[src/hw/rtl/fkm_pkg.sv]
// shared constants, types and helper functions of the fuzzy key table match
`default_nettype none

package fkm_pkg;

  localparam int TABLE_ENTRIES = 32;
  localparam int KEY_CHARS     = 8;
  localparam int CHAR_W        = 8;
  localparam int WORD_W        = 64;
  localparam int WORD_CHARS    = WORD_W / CHAR_W;
  localparam int LEN_W         = 4;
  localparam int SLOT_W        = 5;
  localparam int ENTRY_W       = (TABLE_ENTRIES > 1) ? $clog2(TABLE_ENTRIES) : 1;
  localparam int PROD_W        = 2 * LEN_W;
  localparam int OUTCOME_W     = 2;
  localparam int CFG_IDX_W     = 2;
  localparam int CFG_DATA_W    = 4;

  localparam logic [LEN_W-1:0]     KEY_CHARS_LEN = LEN_W'(KEY_CHARS);
  localparam logic [CFG_IDX_W-1:0] CFG_NUM       = CFG_IDX_W'(0);
  localparam logic [CFG_IDX_W-1:0] CFG_DEN       = CFG_IDX_W'(1);
  localparam logic [CFG_DATA_W-1:0] NUM_RESET    = CFG_DATA_W'(3);
  localparam logic [CFG_DATA_W-1:0] DEN_RESET    = CFG_DATA_W'(5);

  typedef enum logic [0:0] {
    OP_WRITE = 1'b0,
    OP_QUERY = 1'b1
  } op_e;

  typedef enum logic [OUTCOME_W-1:0] {
    OUT_NONE    = 2'd0,
    OUT_EXACT   = 2'd1,
    OUT_SUGGEST = 2'd2
  } outcome_e;

  typedef struct packed {
    logic [WORD_W-1:0]  query;
    logic [LEN_W-1:0]   len;
    logic [ENTRY_W-1:0] cur;
    logic               exact;
    logic [ENTRY_W-1:0] exact_idx;
    logic               have;
    logic [ENTRY_W-1:0] best_idx;
    logic [LEN_W-1:0]   best_m;
    logic [LEN_W-1:0]   best_l;
  } tok_t;

  function automatic logic [CHAR_W-1:0] to_upper(input logic [CHAR_W-1:0] c);
    return (c >= 8'h61 && c <= 8'h7a) ? c - 8'h20 : c;
  endfunction

  function automatic logic [LEN_W-1:0] clamp_len(input logic [LEN_W-1:0] len);
    return (len > KEY_CHARS_LEN) ? KEY_CHARS_LEN : len;
  endfunction

  function automatic logic [WORD_W-1:0] keep_chars(input logic [WORD_W-1:0] chars,
                                                   input logic [LEN_W-1:0]  len);
    logic [WORD_W-1:0] w;
    w = '0;
    for (int p = 0; p < WORD_CHARS; p++) begin
      if (LEN_W'(p) < len) begin
        w[p*CHAR_W +: CHAR_W] = chars[p*CHAR_W +: CHAR_W];
      end
    end
    return w;
  endfunction

  function automatic logic [WORD_W-1:0] upper_word(input logic [WORD_W-1:0] chars);
    logic [WORD_W-1:0] w;
    for (int p = 0; p < WORD_CHARS; p++) begin
      w[p*CHAR_W +: CHAR_W] = to_upper(chars[p*CHAR_W +: CHAR_W]);
    end
    return w;
  endfunction

  function automatic logic [SLOT_W-1:0] to_found(input logic [ENTRY_W-1:0] idx);
    logic [ENTRY_W+SLOT_W-1:0] ext;
    ext = (ENTRY_W+SLOT_W)'(idx);
    return ext[SLOT_W-1:0];
  endfunction

endpackage

`default_nettype wire

[src/hw/rtl/fkm_out_if.sv]
// result channel carrying one lookup result
`default_nettype none

interface fkm_out_if;
  logic                          valid;
  logic                          ready;
  logic [fkm_pkg::OUTCOME_W-1:0] outcome;
  logic [fkm_pkg::SLOT_W-1:0]    found_index;
  logic [fkm_pkg::LEN_W-1:0]     matched_chars;
  logic [fkm_pkg::LEN_W-1:0]     longer_length;

  modport source (output valid, outcome, found_index, matched_chars, longer_length,
                  input ready);
  modport sink   (input valid, outcome, found_index, matched_chars, longer_length,
                  output ready);
endinterface

`default_nettype wire

[src/hw/rtl/fkm_cfg_if.sv]
// configuration write channel
`default_nettype none

interface fkm_cfg_if;
  logic                           valid;
  logic                           ready;
  logic [fkm_pkg::CFG_IDX_W-1:0]  index;
  logic [fkm_pkg::CFG_DATA_W-1:0] data;

  modport source (output valid, index, data, input ready);
  modport sink   (input valid, index, data, output ready);
endinterface

`default_nettype wire

[src/hw/rtl/fkm_decide.sv]
// threshold registers, final decision and result register
`default_nettype none

module fkm_decide (
  input  logic          clk_i,
  input  logic          rst_ni,
  input  logic          valid_i,
  input  fkm_pkg::tok_t tok_i,
  output logic          take_o,
  fkm_cfg_if.sink       cfg_if,
  fkm_out_if.source     rsp_if
);
  import fkm_pkg::*;

  logic [CFG_DATA_W-1:0] num_q;
  logic [CFG_DATA_W-1:0] den_q;
  logic                  out_valid_q;
  logic [OUTCOME_W-1:0]  outcome_q;
  logic [SLOT_W-1:0]     index_q;
  logic [LEN_W-1:0]      matched_q;
  logic [LEN_W-1:0]      longer_q;

  logic [OUTCOME_W-1:0]  outcome_d;
  logic [SLOT_W-1:0]     index_d;
  logic [LEN_W-1:0]      matched_d;
  logic [LEN_W-1:0]      longer_d;
  logic [PROD_W-1:0]     lhs;
  logic [PROD_W-1:0]     rhs;
  logic                  take;

  assign take   = valid_i && (!out_valid_q || rsp_if.ready);
  assign take_o = take;

  always_comb begin
    lhs = PROD_W'(tok_i.best_m) * PROD_W'(den_q);
    rhs = PROD_W'(num_q) * PROD_W'(tok_i.best_l);
    outcome_d = OUT_NONE;
    index_d   = '0;
    matched_d = '0;
    longer_d  = '0;
    if (tok_i.exact) begin
      outcome_d = OUT_EXACT;
      index_d   = to_found(tok_i.exact_idx);
      matched_d = tok_i.len;
      longer_d  = tok_i.len;
    end else if (tok_i.have && lhs >= rhs) begin
      outcome_d = OUT_SUGGEST;
      index_d   = to_found(tok_i.best_idx);
      matched_d = tok_i.best_m;
      longer_d  = tok_i.best_l;
    end
  end

  assign cfg_if.ready = 1'b1;

  always_ff @(posedge clk_i or negedge rst_ni) begin
    if (!rst_ni) begin
      num_q       <= NUM_RESET;
      den_q       <= DEN_RESET;
      out_valid_q <= 1'b0;
    end else begin
      if (cfg_if.valid) begin
        unique case (cfg_if.index)
          CFG_NUM: num_q <= cfg_if.data;
          CFG_DEN: den_q <= cfg_if.data;
          default: ;
        endcase
      end
      if (take) begin
        out_valid_q <= 1'b1;
      end else if (rsp_if.ready) begin
        out_valid_q <= 1'b0;
      end
    end
  end

  always_ff @(posedge clk_i) begin
    if (take) begin
      outcome_q <= outcome_d;
      index_q   <= index_d;
      matched_q <= matched_d;
      longer_q  <= longer_d;
    end
  end

  assign rsp_if.valid         = out_valid_q;
  assign rsp_if.outcome       = outcome_q;
  assign rsp_if.found_index   = index_q;
  assign rsp_if.matched_chars = matched_q;
  assign rsp_if.longer_length = longer_q;

endmodule

`default_nettype wire

[src/flat_wrapper.sv]
// flat-port wrapper written by rule: the top's interface ports become plain ports
module fkm_decide_flat import fkm_pkg::*;
  (clk_i, rst_ni, valid_i, tok_i, take_o, cfg_if_valid, cfg_if_index, cfg_if_data, cfg_if_ready, rsp_if_valid, rsp_if_outcome, rsp_if_found_index, rsp_if_matched_chars, rsp_if_longer_length, rsp_if_ready);
  fkm_cfg_if cfg_if_i ();
  fkm_out_if rsp_if_i ();
  input  logic clk_i;
  input  logic rst_ni;
  input  logic valid_i;
  input  fkm_pkg::tok_t tok_i;
  output logic take_o;
  input wire logic [$bits(cfg_if_i.valid)-1:0] cfg_if_valid;
  input wire logic [$bits(cfg_if_i.index)-1:0] cfg_if_index;
  input wire logic [$bits(cfg_if_i.data)-1:0] cfg_if_data;
  output wire logic [$bits(cfg_if_i.ready)-1:0] cfg_if_ready;
  output wire logic [$bits(rsp_if_i.valid)-1:0] rsp_if_valid;
  output wire logic [$bits(rsp_if_i.outcome)-1:0] rsp_if_outcome;
  output wire logic [$bits(rsp_if_i.found_index)-1:0] rsp_if_found_index;
  output wire logic [$bits(rsp_if_i.matched_chars)-1:0] rsp_if_matched_chars;
  output wire logic [$bits(rsp_if_i.longer_length)-1:0] rsp_if_longer_length;
  input wire logic [$bits(rsp_if_i.ready)-1:0] rsp_if_ready;
  assign cfg_if_i.valid = cfg_if_valid;
  assign cfg_if_i.index = cfg_if_index;
  assign cfg_if_i.data = cfg_if_data;
  assign cfg_if_ready = cfg_if_i.ready;
  assign rsp_if_valid = rsp_if_i.valid;
  assign rsp_if_outcome = rsp_if_i.outcome;
  assign rsp_if_found_index = rsp_if_i.found_index;
  assign rsp_if_matched_chars = rsp_if_i.matched_chars;
  assign rsp_if_longer_length = rsp_if_i.longer_length;
  assign rsp_if_i.ready = rsp_if_ready;
  fkm_decide u_core (.clk_i(clk_i), .rst_ni(rst_ni), .valid_i(valid_i), .tok_i(tok_i), .take_o(take_o), .cfg_if(cfg_if_i), .rsp_if(rsp_if_i));
endmodule
[config.mk]
export PLATFORM = sky130hd
export DESIGN_NAME = fkm_decide_flat
export DESIGN_NICKNAME = d
export VERILOG_FILES = /design/src/hw/rtl/fkm_pkg.sv /design/src/hw/rtl/fkm_out_if.sv /design/src/hw/rtl/fkm_cfg_if.sv /design/src/hw/rtl/fkm_decide.sv /design/src/flat_wrapper.sv
export SDC_FILE = /design/constraint.sdc
export NUM_CORES = 1
export LEC_CHECK = 0
export ABC_CLOCK_PERIOD_IN_PS = 8650
export BUFFER_PORTS_ARGS = -buffer_cell sky130_fd_sc_hd__buf_4
export CORE_MARGIN = 10
export CORE_UTILIZATION = 45
export CTS_BUF_LIST = sky130_fd_sc_hd__clkbuf_16
export DETAILED_ROUTE_END_ITERATION = 10
export PLACE_DENSITY = 0.83
export SYNTH_ARGS = -nofsm -noshare
export SYNTH_HDL_FRONTEND = slang
export SYNTH_SLANG_ARGS = --single-unit
export TNS_END_PERCENT = 5
[constraint.sdc]
create_clock -name clk_i -period 8.65 [get_ports clk_i]
set_input_delay 0.4325 -clock clk_i [delete_from_list [all_inputs] [get_ports clk_i]]
set_output_delay 0.4325 -clock clk_i [all_outputs]
set_load 0.05 [all_outputs]
==> metrics.txt <==
status=complete, no violations; synthesis-stage register bit count=24; RSZ-0062 raised after global routing=false; Yosys warning count=0; compound-cell area share of the yosys netlist=10.9%; pre-CTS setup slack=4290 ps; top_reg_cell synth=edfxtp_1; mux contribution to synthesized area=4.50%; Total GRT Usage=11.5%; worst-margin pin slew=653 ps; Crit Path Category=reg2reg; crit path max fanout=14; Worst Setup SP=u_core.den_q[2]; CTS tree=yes; endpoints failing setup=0; number of top-level pins=122; DPL Wire Length=3.70 mm; initial antenna violation count=0; total of max-cap violations=0; core area=0.00432 sq mm; HP Class=in2reg; H-Tree Depth=1; Fillers=359; vias in the first global route=1574; Yosys cell types=31; first-pass GRT wire length=7.20 mm; Critical Path AT=4360 ps; xor/xnor share of the synthesized area=3.50%; max-slew violation count=0; Pleak=0.00121 uW; most frequent cells in the layout=51 x buf_4, 32 x ha_1, 26 x and2_1; peak supply drop=0.0764 mV; sequential-to-total area share from yosys stat=34.0%; Area Growth Syn to Fin=26.7%; CP Data Required Time=8660 ps; Mapped Nets=323; TritonCTS buffer count=3; final hold vios=0; Initial Util=46.3%; Antenna Nets Post-Route=0; DRC Markers=0; latest clock arrival within the worst-skew pair=260 ps; crit path launch type=register; Synth Cell Area=0.00200 sq mm; n_diodes=0; die footprint=0.00752 sq mm; FP Rows=24; reg2reg start=u_core.den_q[2]; CTS Sinks=24; CP endpoint kind=register; largest net degree at the start of global routing=17; IO buf count=51; pwr/cell area=216 mW/mm^2; Simple-Gate Fraction of Synth Area=15.0%; Clock transition at path regs=60 ps; Tmin final=4360 ps; via count=1513; hold wc startpoint=valid_i; Syn Area/Cell=11.2 sq um; Final TNS setup=0 ps; clk root buf=clkbuf_16; Max Clk Rate=0.230 GHz; DRT Wirelength=4.37 mm; drt first pass iters=4; most common cell after layout, fill and taps aside=buf_4; Die W=86.7 um; Die H=86.7 um; vias per cell=5.33; initial DRC count=43; Post-synth EDFFs=15; Syn Inst Count=179; layout cell share with drive strength beyond 1=31.5%; Synth async-reset ratio=37.5%; setup ws final=4290 ps; Synth Area in Adders=28.0%; slew margin rel.=56.5%; main combinational cell family by area after synthesis=adder cells; Max Buffers Root-to-Sink=2; Worst Skew=4.69 ps; GP Congestion=0.799; wire length per cell=15.4 um; final period utilization=50.4%; Nets=377; GRT overflow=0
power breakdown:
part	internal, uW	switching [uW]
registers	146	12.0
logic	127	145
clock network	80.2	37.2
total	353	194
stage by stage:
stage | area (sq um) | cells | total power (uW) | utilization [%] | hold WS, ps
5_1_grt | 2540 | 284 | 594 | 58.7 | 403
3_3_place_gp | 2430 | 279 | 425 | 56.1 | 258
6_report | 2540 | 284 | 548 | 58.7 | 411
4_1_cts | 2540 | 284 | 553 | 58.7 | 400
3_5_place_dp | 2430 | 279 | 433 | 56.1 | 259
2_1_floorplan | 2000 | 179 | 369 | - | 137
worst paths after layout:
check | endpoint | cells after the start | slack [ps]
max | u_core.rsp_if.found_index[4] | 15 | 4290
min | u_core.rsp_if.valid | 2 | 410
max reg2reg | u_core.rsp_if.found_index[4] | 15 | 4290
min reg2reg | u_core.rsp_if.valid | 2 | 590
max in group asynchronous | u_core.num_q[0] | 2 | 7890
min in group asynchronous | u_core.num_q[3] | 2 | 550
flip-flops by register name, indices dropped and copies added (netlist names):
signal and cells:
u_core.rsp_if.matched_chars 4, u_core.den_q 4, u_core.rsp_if.found_index 5, u_core.rsp_if.longer_length 4
u_core.num_q 4, u_core.rsp_if.valid 1, u_core.rsp_if.outcome 2
final cells by class:
cell class | count | area (sq um) | area share, %
timing repair buffer | 52 | 393 | 15.5
tap | 52 | 65.1 | 2.56
inverter | 15 | 56.3 | 2.22
sequential | 24 | 681 | 26.8
multi-input combinational | 137 | 1240 | 49.0
clock buffer | 4 | 100 | 3.94
critical path: stages, from the launching register on:
cell and delay (ps):
dfstp_2 580, nand2_1 90, fa_1 510, inv_1 60, fa_1 570, inv_1 70
fa_1 450, nor2b_1 120, o21ai_0 90, nand2_1 90, xor2_1 180, ha_1 270
and3_4 160, a221o_1 350, o2bb2ai_2 240, a22o_2 260
synthesized netlist by cell type (2+ instances only):
library cell	number	area share, %
dfrtp_1	5	6.3
xnor2_1	4	1.7
o21ai_0	3	0.75
ha_1	32	20
xor2_1	4	1.7
a22o_2	4	2.0
a22o_1	9	3.9
fa_1	8	8.0
o211ai_1	2	0.75
edfxtp_1	15	22
nand2b_1	2	0.62
nor2_1	3	0.56
inv_1	15	2.8
dfstp_2	4	5.2
mux2_2	8	4.5
nand2_1	13	2.4
nor2b_1	5	1.6
nor3b_1	2	0.75
and2_1	26	8.1
a21oi_1	4	1.0
cells by family after synthesis:
family / after synthesis
AOI/OAI and AO/OA: 27
xor gates and xnor gates: 8
adders and majority gates: 40
buffers and inverters: 18
DFF: 24
muxes: 8
other: 1
and+or+nand+nor: 53
layer usage:
| layer | vias up | track usage (%) | share of wire (%) |
|---|---|---|---|
| met1 | 718 | 12.8 | 40 |
| met2 | 53 | 20.2 | 49 |
| li1 | 730 | - | - |
| met4 | 0 | 5.74 | 3.4 |
| met3 | 12 | 2.44 | 7.7 |
| met5 | - | 0 | 0 |
what timing repair did:
| item | in CTS | in global routing |
|---|---|---|
| resized for setup | 0 | 0 |
| endpoints found under the hold margin | 5 | 0 |
| setup buffers | 0 | 0 |
| hold buffers | 1 | 0 |
Note: power is estimated with default switching activity, not from simulation.
