[src/hw/rtl/fkm_pkg.sv]
// shared constants, types and helper functions of the fuzzy key table match
`default_nettype none

package fkm_pkg;

  localparam int TABLE_ENTRIES = 32;
  localparam int KEY_CHARS     = 8;
  localparam int CHAR_W        = 8;
  localparam int WORD_W        = 64;
  localparam int WORD_CHARS    = WORD_W / CHAR_W;
  localparam int LEN_W         = 4;
  localparam int SLOT_W        = 5;
  localparam int ENTRY_W       = (TABLE_ENTRIES > 1) ? $clog2(TABLE_ENTRIES) : 1;
  localparam int PROD_W        = 2 * LEN_W;
  localparam int OUTCOME_W     = 2;
  localparam int CFG_IDX_W     = 2;
  localparam int CFG_DATA_W    = 4;

  localparam logic [LEN_W-1:0]     KEY_CHARS_LEN = LEN_W'(KEY_CHARS);
  localparam logic [CFG_IDX_W-1:0] CFG_NUM       = CFG_IDX_W'(0);
  localparam logic [CFG_IDX_W-1:0] CFG_DEN       = CFG_IDX_W'(1);
  localparam logic [CFG_DATA_W-1:0] NUM_RESET    = CFG_DATA_W'(3);
  localparam logic [CFG_DATA_W-1:0] DEN_RESET    = CFG_DATA_W'(5);

  typedef enum logic [0:0] {
    OP_WRITE = 1'b0,
    OP_QUERY = 1'b1
  } op_e;

  typedef enum logic [OUTCOME_W-1:0] {
    OUT_NONE    = 2'd0,
    OUT_EXACT   = 2'd1,
    OUT_SUGGEST = 2'd2
  } outcome_e;

  typedef struct packed {
    logic [WORD_W-1:0]  query;
    logic [LEN_W-1:0]   len;
    logic [ENTRY_W-1:0] cur;
    logic               exact;
    logic [ENTRY_W-1:0] exact_idx;
    logic               have;
    logic [ENTRY_W-1:0] best_idx;
    logic [LEN_W-1:0]   best_m;
    logic [LEN_W-1:0]   best_l;
  } tok_t;

  function automatic logic [CHAR_W-1:0] to_upper(input logic [CHAR_W-1:0] c);
    return (c >= 8'h61 && c <= 8'h7a) ? c - 8'h20 : c;
  endfunction

  function automatic logic [LEN_W-1:0] clamp_len(input logic [LEN_W-1:0] len);
    return (len > KEY_CHARS_LEN) ? KEY_CHARS_LEN : len;
  endfunction

  function automatic logic [WORD_W-1:0] keep_chars(input logic [WORD_W-1:0] chars,
                                                   input logic [LEN_W-1:0]  len);
    logic [WORD_W-1:0] w;
    w = '0;
    for (int p = 0; p < WORD_CHARS; p++) begin
      if (LEN_W'(p) < len) begin
        w[p*CHAR_W +: CHAR_W] = chars[p*CHAR_W +: CHAR_W];
      end
    end
    return w;
  endfunction

  function automatic logic [WORD_W-1:0] upper_word(input logic [WORD_W-1:0] chars);
    logic [WORD_W-1:0] w;
    for (int p = 0; p < WORD_CHARS; p++) begin
      w[p*CHAR_W +: CHAR_W] = to_upper(chars[p*CHAR_W +: CHAR_W]);
    end
    return w;
  endfunction

  function automatic logic [SLOT_W-1:0] to_found(input logic [ENTRY_W-1:0] idx);
    logic [ENTRY_W+SLOT_W-1:0] ext;
    ext = (ENTRY_W+SLOT_W)'(idx);
    return ext[SLOT_W-1:0];
  endfunction

endpackage

`default_nettype wire

[src/hw/rtl/fkm_cell.sv]
// one table entry with its compare logic and a stage of the query chain
`default_nettype none

module fkm_cell (
  input  logic                        clk_i,
  input  logic                        rst_ni,
  input  logic                        wr_en_i,
  input  logic [fkm_pkg::WORD_W-1:0]  wr_chars_i,
  input  logic [fkm_pkg::LEN_W-1:0]   wr_len_i,
  input  logic                        advance_i,
  input  logic                        valid_i,
  input  fkm_pkg::tok_t               tok_i,
  output logic                        valid_o,
  output fkm_pkg::tok_t               tok_o
);
  import fkm_pkg::*;

  logic [WORD_W-1:0] key_q;
  logic [LEN_W-1:0]  len_q;
  logic              valid_q;
  tok_t              tok_q;
  tok_t              tok_d;

  logic [LEN_W-1:0]  shorter;
  logic [LEN_W-1:0]  longer;
  logic [LEN_W-1:0]  m;
  logic              exact_hit;
  logic              better;
  logic [PROD_W-1:0] lhs;
  logic [PROD_W-1:0] rhs;

  always_comb begin
    shorter = (len_q < tok_i.len) ? len_q : tok_i.len;
    longer  = (len_q > tok_i.len) ? len_q : tok_i.len;
    m = '0;
    for (int p = 0; p < WORD_CHARS; p++) begin
      if (LEN_W'(p) < shorter &&
          to_upper(key_q[p*CHAR_W +: CHAR_W]) == tok_i.query[p*CHAR_W +: CHAR_W]) begin
        m = m + LEN_W'(1);
      end
    end
    exact_hit = (len_q != '0) && (len_q == tok_i.len) && (key_q == tok_i.query);
    lhs    = PROD_W'(m) * PROD_W'(tok_i.best_l);
    rhs    = PROD_W'(tok_i.best_m) * PROD_W'(longer);
    better = (len_q != '0) && (m != '0) && (!tok_i.have || lhs > rhs);

    tok_d     = tok_i;
    tok_d.cur = tok_i.cur + ENTRY_W'(1);
    if (!tok_i.exact && exact_hit) begin
      tok_d.exact     = 1'b1;
      tok_d.exact_idx = tok_i.cur;
    end
    if (better) begin
      tok_d.have     = 1'b1;
      tok_d.best_idx = tok_i.cur;
      tok_d.best_m   = m;
      tok_d.best_l   = longer;
    end
  end

  always_ff @(posedge clk_i) begin
    if (wr_en_i) begin
      key_q <= wr_chars_i;
    end
  end

  always_ff @(posedge clk_i or negedge rst_ni) begin
    if (!rst_ni) begin
      len_q   <= '0;
      valid_q <= 1'b0;
    end else begin
      if (wr_en_i) begin
        len_q <= wr_len_i;
      end
      if (advance_i) begin
        valid_q <= valid_i;
      end
    end
  end

  always_ff @(posedge clk_i) begin
    if (advance_i) begin
      tok_q <= tok_d;
    end
  end

  assign valid_o = valid_q;
  assign tok_o   = tok_q;

endmodule

`default_nettype wire

[config.mk]
export PLATFORM = sky130hd
export DESIGN_NAME = fkm_cell
export DESIGN_NICKNAME = d
export VERILOG_FILES = /design/src/hw/rtl/fkm_pkg.sv /design/src/hw/rtl/fkm_cell.sv
export SDC_FILE = /design/constraint.sdc
export NUM_CORES = 1
export LEC_CHECK = 0
export CAP_MARGIN = 20
export CORE_ASPECT_RATIO = 0.8
export CORE_MARGIN = 8
export CORE_UTILIZATION = 55
export CTS_CLUSTER_DIAMETER = 40
export DETAILED_ROUTE_END_ITERATION = 8
export DONT_BUFFER_PORTS = 1
export PLACE_DENSITY = 0.7
export SLEW_MARGIN = 30
export SYNTH_ARGS = -nofsm -noshare
export SYNTH_HDL_FRONTEND = slang
export SYNTH_SLANG_ARGS = --single-unit
[constraint.sdc]
create_clock -name clk_i -period 11.9 [get_ports clk_i]
set_input_delay 2.38 -clock clk_i [delete_from_list [all_inputs] [get_ports clk_i]]
set_output_delay 2.38 -clock clk_i [all_outputs]
set_load 0.01 [all_outputs]
==> results of run 1 <==
-- sequential cells by signal, summed over array words and instances, names as in the netlist --
register and count:
tok_o 93, key_q 64, valid_o 1, len_q 4
-- cell usage after synthesis (2+ instances only) --
library cell / count / share of area [%]
o21bai_1: 4 / 0.34
mux2_1: 2 / 0.25
o21a_1: 2 / 0.17
nor2_1: 27 / 1.1
nor4b_1: 5 / 0.49
mux2_4: 8 / 1.4
buf_6: 2 / 0.25
nand4_1: 5 / 0.35
nor2b_1: 5 / 0.35
a211oi_1: 6 / 0.51
and3_1: 6 / 0.42
a2111oi_0: 2 / 0.20
and2_1: 21 / 1.5
inv_1: 58 / 2.5
xnor2_2: 3 / 0.55
nand2_1: 39 / 1.6
or3_1: 7 / 0.49
o21ai_0: 17 / 0.96
fa_1: 8 / 1.8
a21oi_1: 24 / 1.4
or4_1: 2 / 0.17
dfrtp_1: 5 / 1.4
o211ai_1: 2 / 0.17
nand3b_1: 3 / 0.25
nor4_1: 10 / 0.70
a221oi_1: 3 / 0.30
mux2i_1: 12 / 1.4
a21o_1: 9 / 0.76
nor3_1: 22 / 1.2
edfxtp_1: 157 / 53
ha_1: 53 / 7.5
a31oi_1: 4 / 0.28
o2bb2ai_1: 2 / 0.20
xor2_2: 2 / 0.37
and4b_1: 2 / 0.23
xor2_1: 43 / 4.2
nand3_1: 17 / 0.96
xnor2_1: 41 / 4.0
mux2_2: 15 / 1.9
nand2b_1: 11 / 0.77
-- report_power, final --
part / internal, uW / switching [uW] / total (uW) / leakage, uW
Combinational: 80.6 / 89.4 / 170 / 0.00198
Sequential: 679 / 42.8 / 722 / 0.00160
Clock: 329 / 220 / 549 / 0.000288
-- critical path: cells and delay by family --
family                     cells  cell delay (ns)
and+or+nand+nor                4             0.83
AOI/OAI and AO/OA             14             2.46
adders and majority gates     11             3.59
buffers and inverters         10             0.82
xor gates and xnor gates       2             0.24
muxes                          5             1.19
-- routing by layer --
metal	vias up	GRT usage [%]	part of all wire, %
li1	2601	-	-
met1	2669	24.6	42
met2	229	33.9	47
met3	20	7.69	10
met4	2	4.98	1.1
met5	-	0	0.061
-- worst min path at each step --
stage / from / end / slack (ns) / depth (start not counted)
floorplan: valid_o$_DFFE_PN0P_ / valid_o$_DFFE_PN0P_ / 0.55 / 1
global placement: valid_o$_DFFE_PN0P_ / valid_o$_DFFE_PN0P_ / 0.58 / 1
detailed placement: len_q[3]$_DFFE_PN0P_ / len_q[3]$_DFFE_PN0P_ / 0.60 / 1
CTS: len_q[3]$_DFFE_PN0P_ / len_q[3]$_DFFE_PN0P_ / 0.62 / 1
global route: valid_o$_DFFE_PN0P_ / valid_o$_DFFE_PN0P_ / 0.64 / 1
finish: len_q[3]$_DFFE_PN0P_ / len_q[3]$_DFFE_PN0P_ / 0.60 / 1
-- cell families (layout without fill, tap and decap cells) --
logic type	Yosys count	count (layout)
buffers and inverters	63	97
multiplexers	37	37
AND/OR/NAND/NOR	194	194
XOR/XNOR	91	91
AO/OA/AOI/OAI	89	90
adder cells (fa/ha/maj)	61	61
flip-flops	162	162
-- stage by stage --
step	hold slack (ns)	std cells	cell area, um2	setup TNS (ns)	setup slack (ns)
after floorplan	0.551	697	8880	0	0.243
after global placement	0.584	913	9150	0	0.124
after detailed placement	0.596	913	9150	-3.28	-0.345
after CTS	0.615	943	9740	0	0.0671
after global routing	0.640	947	9820	-0.211	-0.0581
final	0.605	947	9820	0	0.562
-- cell type report --
type	instances	area (um2)	share of cell area (%)
flip-flops and latches	162	4840	49.3
multi-input cells	473	3840	39.1
clock buffers	18	429	4.37
well taps	215	269	2.74
inverters	60	226	2.31
clock inverters	12	158	1.61
repair buffers	7	56.3	0.573
-- repair_timing --
action	CTS	global route
setup endpoints to repair	0	13
hold buffers	0	0
buffers inserted	0	3
gates resized for setup	0	10
==> metrics, run 1 <==
Crit Path Category in -> reg; Yosys reg bits 162; period utilization 95.3%; clk_skew 0.00894 ns; vias in the first global route 5573; peak supply drop 0.104 mV; worst relative slew slack 32.4%; CP endpoint kind flop; drt wl/cell 22.3 um; fmax 88.2 MHz; Fin. Hold Viols 0; Fillers 1264; Syn Nets 924; die area 0.0205 mm2; post-synthesis compound-gate area fraction 6.82%; CP max FO 10; Final Core Density 62.2%; Critical R2R Launch key_q[8]$_DFFE_PP_; ys flop type edfxtp_1; clock period minus worst slack 11.34 ns; Slew Limit Fails 0; Crit. Startpoint tok_i[27]; Num Clock Sinks 162; Global Route Usage Sum 20.3%; largest family of logic cells by synthesized area simple AND/OR/NAND/NOR gates; Clock Latency Late Sink 0.42 ns; status finished clean; initial antenna violation count 1; share of synthesized registers carrying an async set or reset 3.09%; Post-Synthesis Cells 697; cts bufs inserted 17; Avg Synthesized Cell Area 12.7 um2; most frequent cells in the layout edfxtp_1 (157), inv_1 (57), ha_1 (53); post-DP HPWL 16700 um; Critical Path RT 12.07 ns; reg2reg setup slack 2.02 ns; final wirelength 21200 um; simple-gate portion of the synthesized area 11.9%; Layout Nets 948; LEAKAGE 0.00386 uW; Overall Power 1440 uW; Worst-path clk slew 0.07 ns; Clock Tree Buf Depth 2; number of port buffers 0; reg2reg path depth 44; Finish-stage setup viols 0; register area share after synthesis 54.5%; Chip Height 130 um; XOR/XNOR Fraction of Synth Area 9.76%; synth warn 0; Setup crit start kind input pin; Most common cell on crit path ha_1; MaxCap Viol Count 0; pwr dens 147 mW/mm2; gr ovfl total 0; drt pass-1 iters 4; DR DRC count 0; Data arrival, critical path 11.51 ns; Die Wd 158 um; commonest non-fill, non-tap cell in the layout edfxtp_1; clk root buf clkbuf_16; mux cell area share after synthesis 4.86%; H-tree Lvls 4; end of the critical path tok_o[1]$_DFFE_PP_; Syn Std Cell Area 0.00888 mm2; Iter 0 DRT Violations 364; CTS tree yes; slowest stage delay, CP 0.51 ns; Core Footprint 0.0158 mm2; starting density of the core 56.2%; Vias/cell 5.83; layout cell share with drive strength beyond 1 11.3%; crit path max-delay cell type fa_1; first-pass GRT wire length 31300 um; post-synthesis cell type count 71; largest net degree at the start of global routing 95; Worst Hold Class reg -> reg; Final GP Congestion 0.866; std cell rows 41; detailed-route via count 5521; Final ANT Viol Nets 0; # IOs 260; Worst-Margin Slew 1.01 ns; Post-synth EDFFs 157; diode count 0; adder-cell share of the synthesized area 9.27%; worst r2r dst tok_o[1]$_DFFE_PP_; Area growth, synth to finish 10.6%
No activity file was read; power rests on OpenSTA's default activity.
==> inputs of run 2 (changes only) <==
==> constraint.sdc (replaced) <==
create_clock -name clk_i -period 13.9 [get_ports clk_i]
set_input_delay 2.78 -clock clk_i [delete_from_list [all_inputs] [get_ports clk_i]]
set_output_delay 2.78 -clock clk_i [all_outputs]
set_load 0.01 [all_outputs]
==> metrics, run 2 (synthesized netlist as in run 1, its figures left out) <==
status finished clean; Num Clock Sinks 162 (unchanged); Final WS setup 1.28 ns (+0.718 ns); CP max FO 12 (+2); RSZ-0062 raised after global routing false; Worst-Margin Slew 0.843 ns (-0.162 ns); clock period minus worst slack 12.62 ns; Worst-path clk slew 0.07 ns (about the same); Layout Nets 941 (-0.74%); Crit. Startpoint tok_i[27]; # Post-CTS Setup Buffers 0 (unchanged); Core Footprint 0.0158 mm2 (unchanged); most frequent cells in the layout edfxtp_1 (157), inv_1 (58), ha_1 (53); Fin. Hold Viols 0 (unchanged); Final ANT Viol Nets 0 (unchanged); Overall Power 1220 uW (-16%); cts bufs inserted 17 (unchanged); Die Wd 158 um (unchanged); Fillers 1244 (-1.6%); CTS Hold Bufs 0 (unchanged); Resized cells post-CTS 0 (unchanged); vias in the first global route 5668 (+1.7%); Clock Latency Late Sink 0.43 ns (about the same); Worst Min Path Start valid_o$_DFFE_PN0P_; LEAKAGE 0.00381 uW (-1.4%); CP endpoint kind flop; Final GP Congestion 0.836 (-3.4%); die area 0.0205 mm2 (unchanged); slowest stage delay, CP 0.56 ns (+0.05 ns); number of port buffers 0 (unchanged); Chip Height 130 um (unchanged); Cell Count, Final, Fillers Out 941 (-0.63%); pwr dens 125 mW/mm2 (-15%); CTS tree yes; Most common cell on crit path ha_1; DR DRC count 0 (unchanged); detailed-route via count 5479 (-0.76%); FF/Latch Area 0.00484 mm2 (unchanged); hold path depth 1 (unchanged); peak supply drop 0.0997 mV (-3.9%); Cells after DPL 910 (-0.33%); Cell Area, Placed 0.00914 mm2 (-0.18%); # IOs 260 (unchanged); Critical R2R Launch len_q[1]$_DFFE_PN0P_; hold endpoint valid_o$_DFFE_PN0P_; post-DP HPWL 16700 um (+0.14%); MaxCap Viol Count 0 (unchanged); Iter 0 DRT Violations 283 (-22%); Crit Path Category in -> reg; sum of negative setup slack 0 ns (unchanged); reg2reg path depth 43 (-2.3%); starting density of the core 56.2% (unchanged); final wirelength 21000 um (-0.71%); Vias/cell 5.82 (-0.13%); Setup crit start kind input pin; Clock Tree Buf Depth 2 (unchanged); Data arrival, critical path 12.80 ns (+1.29 ns); drt wl/cell 22.3 um (about the same); multi-input combinational cell area 0.00380 mm2 (-1.2%); H-tree Lvls 4 (unchanged); Slew Limit Fails 0 (unchanged); initial antenna violation count 1 (unchanged); std cell rows 41 (unchanged); reg2reg setup slack 3.18 ns (+1.16 ns); clk_skew 0.0107 ns (+0.00177 ns); Area growth, synth to finish 9.40%; Setup WS pre-CTS 1.01 ns (+1.35 ns); gr ovfl total 0 (unchanged); drt pass-1 iters 4 (unchanged); Global Route Usage Sum 20.2% (-0.11 points); worst r2r dst tok_o[1]$_DFFE_PP_; layout cell share with drive strength beyond 1 10.1% (-1.3 points); Worst Hold Class reg -> reg; Finish-stage setup viols 0 (unchanged); first-pass GRT wire length 31000 um (-0.94%); clk root buf clkbuf_16; max reg flops 93 (unchanged); Finished Cell Area 0.00972 mm2 (-1.1%); period utilization 90.8%; largest net degree at the start of global routing 95 (unchanged); crit path max-delay cell type mux2i_1; Critical Path RT 14.08 ns (+2.01 ns); worst relative slew slack 43.3% (+11 points); commonest non-fill, non-tap cell in the layout edfxtp_1; fmax 79.2 MHz
[run 2: cell types whose count changed in the layout (fill, tap and decap cells not counted), sizes merged]
cell / delta
clkinv: -3
buf: -6
bufinv: -1
inv: +3
diode: +1
o31a: -1
clkbuf: -1
clkinvlp: +2
[run 2: layer usage]
metal,up-vias,GRT usage (%),part of all wire (%)
met5,-,0,0
li1,2575,-,-
met2,237,33.4,46
met4,0,6.59,1.9
met1,2632,23.7,42
met3,35,8.22,10
[run 2: metrics by stage]
| stage | hold slack, ns | util, % |
|---|---|---|
| 3_3_place_gp | 0.584 | 57.8 |
| 6_report | 0.605 | 61.5 |
| 2_1_floorplan | 0.551 | - |
| 5_1_grt | 0.635 | 61.5 |
| 3_5_place_dp | 0.602 | 57.8 |
| 4_1_cts | 0.617 | 61.5 |
[run 2: cell type report]
cell class | count | area share, %
diodes | 1 | 0.0258
clock inverters | 13 | 1.53
multi-input cells | 472 | 39.1
repair buffers | 1 | 0.0773
well taps | 215 | 2.77
inverters | 60 | 2.33
clock buffers | 17 | 4.38
flip-flops and latches | 162 | 49.8
[run 2: power breakdown]
group / internal, uW / total (uW) / switching, uW
logic: 66.5 / 142 / 75.8
clock network: 266 / 457 / 192
registers: 581 / 618 / 36.7
total: 913 / 1220 / 304
[run 2: worst max path at each step]
stage               cells past startpoint             endpoint  slack (ns)
global placement                       44   tok_o[1]$_DFFE_PP_        1.57
global route                           45   tok_o[1]$_DFFE_PP_        0.86
CTS                                    44   tok_o[1]$_DFFE_PP_        1.44
finish                                 44   tok_o[1]$_DFFE_PP_        1.28
detailed placement                     44   tok_o[1]$_DFFE_PP_        1.01
floorplan                              46  tok_o[10]$_DFFE_PP_        1.84
[run 2: worst max-delay path: cells and delay by family]
kind | cells | cell delay (ns)
muxes | 6 | 1.80
xor gates and xnor gates | 2 | 0.26
adders and majority gates | 11 | 3.54
and+or+nand+nor | 5 | 1.14
buffers and inverters | 8 | 0.65
AOI/OAI and AO/OA | 12 | 2.62
==> inputs of run 3 (changes only) <==
--- a/config.mk
+++ b/config.mk
@@ -5,6 +5,7 @@
 export SDC_FILE = /design/constraint.sdc
 export NUM_CORES = 1
 export LEC_CHECK = 0
+export ABC_AREA = 1
 export CAP_MARGIN = 20
 export CORE_ASPECT_RATIO = 0.8
 export CORE_MARGIN = 8
@@ -13,6 +14,7 @@
 export DETAILED_ROUTE_END_ITERATION = 8
 export DONT_BUFFER_PORTS = 1
 export PLACE_DENSITY = 0.7
+export RECOVER_POWER = 100
 export SLEW_MARGIN = 30
 export SYNTH_ARGS = -nofsm -noshare
 export SYNTH_HDL_FRONTEND = slang
==> metrics, run 3 <==
Critical Path RT 14.07 ns (about the same); slowest stage delay, CP 0.58 ns (+0.02 ns); Yosys reg bits 162 (unchanged); Area growth, synth to finish 8.24%; ys flop type edfxtp_1; Worst Hold Class reg -> reg; clk_skew 0.0142 ns (+0.00348 ns); drt pass-1 iters 5 (+1); Final ANT Viol Nets 0 (unchanged); Setup WS pre-CTS 2.42 ns (+1.42 ns); # IOs 260 (unchanged); register area share after synthesis 50.4% (-4.1 points); period utilization 85.9% (-4.9 points); worst relative slew slack 41.2% (-2.0 points); Resized cells post-CTS 0 (unchanged); layout cell share with drive strength beyond 1 7.59% (-2.5 points); Slew Limit Fails 0 (unchanged); CP endpoint kind flop; top cells by area, synth edfxtp_1 (49%), nand2_1 (8.7%), ha_1 (6.9%); XOR/XNOR Fraction of Synth Area 6.93% (-2.8 points); Crit Path Category in -> reg; Post-synth EDFFs 157 (unchanged); drt wl/cell 18.1 um (-19%); RSZ-0062 raised after global routing false; Clock Latency Late Sink 0.42 ns (about the same); CTS tree yes; most frequent cells in the layout nand2_1 (224), inv_1 (162), edfxtp_1 (157); Final GP Congestion 0.893 (+6.7%); Chip Height 134 um (+3.5%); Num Clock Sinks 162 (unchanged); Hold Slack 0.588 ns (-0.0163 ns); cts bufs inserted 17 (unchanged); Die Wd 164 um (+3.6%); Cells after DPL 1234 (+36%); multi-input combinational cell area 0.00407 mm2 (+7.1%); simple-gate portion of the synthesized area 23.1% (+11 points); pwr dens 120 mW/mm2 (-4.3%); Global Route Usage Sum 20.6% (+0.33 points); Worst-Margin Slew 0.875 ns (+0.0312 ns); # Post-CTS Setup Buffers 0 (unchanged); Layout Nets 1255 (+33%); Avg Synthesized Cell Area 9.48 um2 (-26%); Fin. Hold Viols 0 (unchanged); Comb power frac 14.1% (+2.4 points); post-DP HPWL 18400 um (+10%); largest family of logic cells by synthesized area simple AND/OR/NAND/NOR gates; Fillers 1470 (+18%); crit path max-delay cell type nor2_1; reg2reg setup slack 3.95 ns (+0.77 ns); sum of negative setup slack 0 ns (unchanged); commonest non-fill, non-tap cell in the layout nand2_1; number of port buffers 0 (unchanged); status finished clean; Post-Synthesis Cells 1013 (+45%); H-tree Lvls 4 (unchanged); Syn Nets 1240 (+34%); clock period minus worst slack 11.94 ns (-0.678 ns); Switching Fraction 27.9% (+2.9 points); Setup crit start kind input pin; max reg flops 93 (unchanged); Syn Std Cell Area 0.00961 mm2 (+8.2%); Clock Power Share 36.4% (-1.2 points); synth warn 0 (unchanged); first-pass GRT wire length 35100 um (+13%); initial antenna violation count 0 (-1); Worst-path clk slew 0.07 ns (about the same); fmax 83.7 MHz (+5.7%); detailed-route via count 6856 (+25%); Vias/cell 5.42 (-7.0%); Final WS setup 1.96 ns (+0.678 ns); peak supply drop 0.122 mV (+23%); MaxCap Viol Count 0 (unchanged); vias in the first global route 6479 (+14%); post-synthesis cell type count 49 (-31%); P_sw 347 uW (+14%); die area 0.0220 mm2 (+7.2%); clk root buf clkbuf_16; Cell Count, Final, Fillers Out 1266 (+35%); std cell rows 43 (+4.9%); LEAKAGE 0.00470 uW (+23%); P_int 899 uW (-1.6%); CTS Hold Bufs 0 (unchanged); count leader, synth nand2_1; mux cell area share after synthesis 0.352% (-4.5 points); DR DRC count 0 (unchanged); largest net degree at the start of global routing 95 (unchanged); FF/Latch Area 0.00484 mm2 (unchanged); diode count 0 (-1); starting density of the core 55.8% (-0.42 points); final wirelength 23000 um (+9.3%); Seq pwr share 49.5% (-1.3 points); Core Footprint 0.0172 mm2 (+9.0%); Data arrival, critical path 12.11 ns (-0.69 ns); Clock Tree Buf Depth 2 (unchanged); share of synthesized registers carrying an async set or reset 3.09% (unchanged); gr ovfl total 0 (unchanged); CP max FO 14 (+2); Yosys top cell area share 49.1% (-4.0 points); Iter 0 DRT Violations 513 (+81%); post-synthesis compound-gate area fraction 3.79% (-3.0 points); Final Core Density 60.4% (-1.1 points); Finish-stage setup viols 0 (unchanged); synth cell count leaders nand2_1 (222), inv_1 (162), edfxtp_1 (157); Most common cell on crit path nand2_1; adder-cell share of the synthesized area 8.57% (-0.70 points); Yosys top cell by area edfxtp_1
==> run 3: through the flow <==
step	cell area, um2	power, uW
finish	10400	1250
global route	10400	1300
CTS	10400	1260
detailed placement	9860	804
global placement	9860	798
floorplan	9610	759
==> run 3: critical path: cells and delay by family <==
family,cells,cell delay [ns]
xor+xnor,2,0.40
fa+ha+maj,11,3.35
compound gates,6,1.20
buf+inv,12,0.75
simple gates,26,3.65
==> run 3: power groups by stage <==
stage                     Combinational (uW)  Clock (uW)  Sequential, uW
after global routing                     198         480             621
after floorplan                          140           0             619
after CTS                                178         461             618
final                                    175         454             617
after detailed placement                 176           0             628
after global placement                   171           0             627
==> run 3: final timing paths <==
path / cells after the start / to / from
worst max-delay path: 57 / tok_o[9]$_DFFE_PP_ / tok_i[28]
worst min-delay path: 1 / valid_o$_DFFE_PN0P_ / valid_o$_DFFE_PN0P_
worst max register to register: 56 / tok_o[9]$_DFFE_PP_ / len_q[3]$_DFFE_PN0P_
worst min register to register: 1 / valid_o$_DFFE_PN0P_ / valid_o$_DFFE_PN0P_
max in group asynchronous: 0 / len_q[2]$_DFFE_PN0P_ / rst_ni
min in group asynchronous: 0 / valid_o$_DFFE_PN0P_ / rst_ni
==> run 3: logic make-up (layout without fill, tap and decap cells) <==
group,count (synthesis),count (layout)
muxes,3,3
AOI/OAI and AO/OA,59,59
xor gates and xnor gates,76,76
adders and majority gates,61,61
DFF,162,162
and+or+nand+nor,479,479
buffers and inverters,173,201
==> run 3: final cells by class <==
cell class,count,share of cell area [%]
Tap cell,225,2.71
Clock buffer,18,4.13
Sequential cell,162,46.5
Multi-Input combinational cell,678,39.1
Clock inverter,14,1.40
Inverter,169,6.10
==> run 3: metal layers <==
metal	GRT usage [%]	vias up	part of all wire (%)	wire length, um
met4	4.54	0	0.86	198
li1	-	3397	-	-
met3	7.84	19	11	2600
met2	31.3	291	44	10100
met1	27.3	3149	44	10100
met5	0	-	0	0
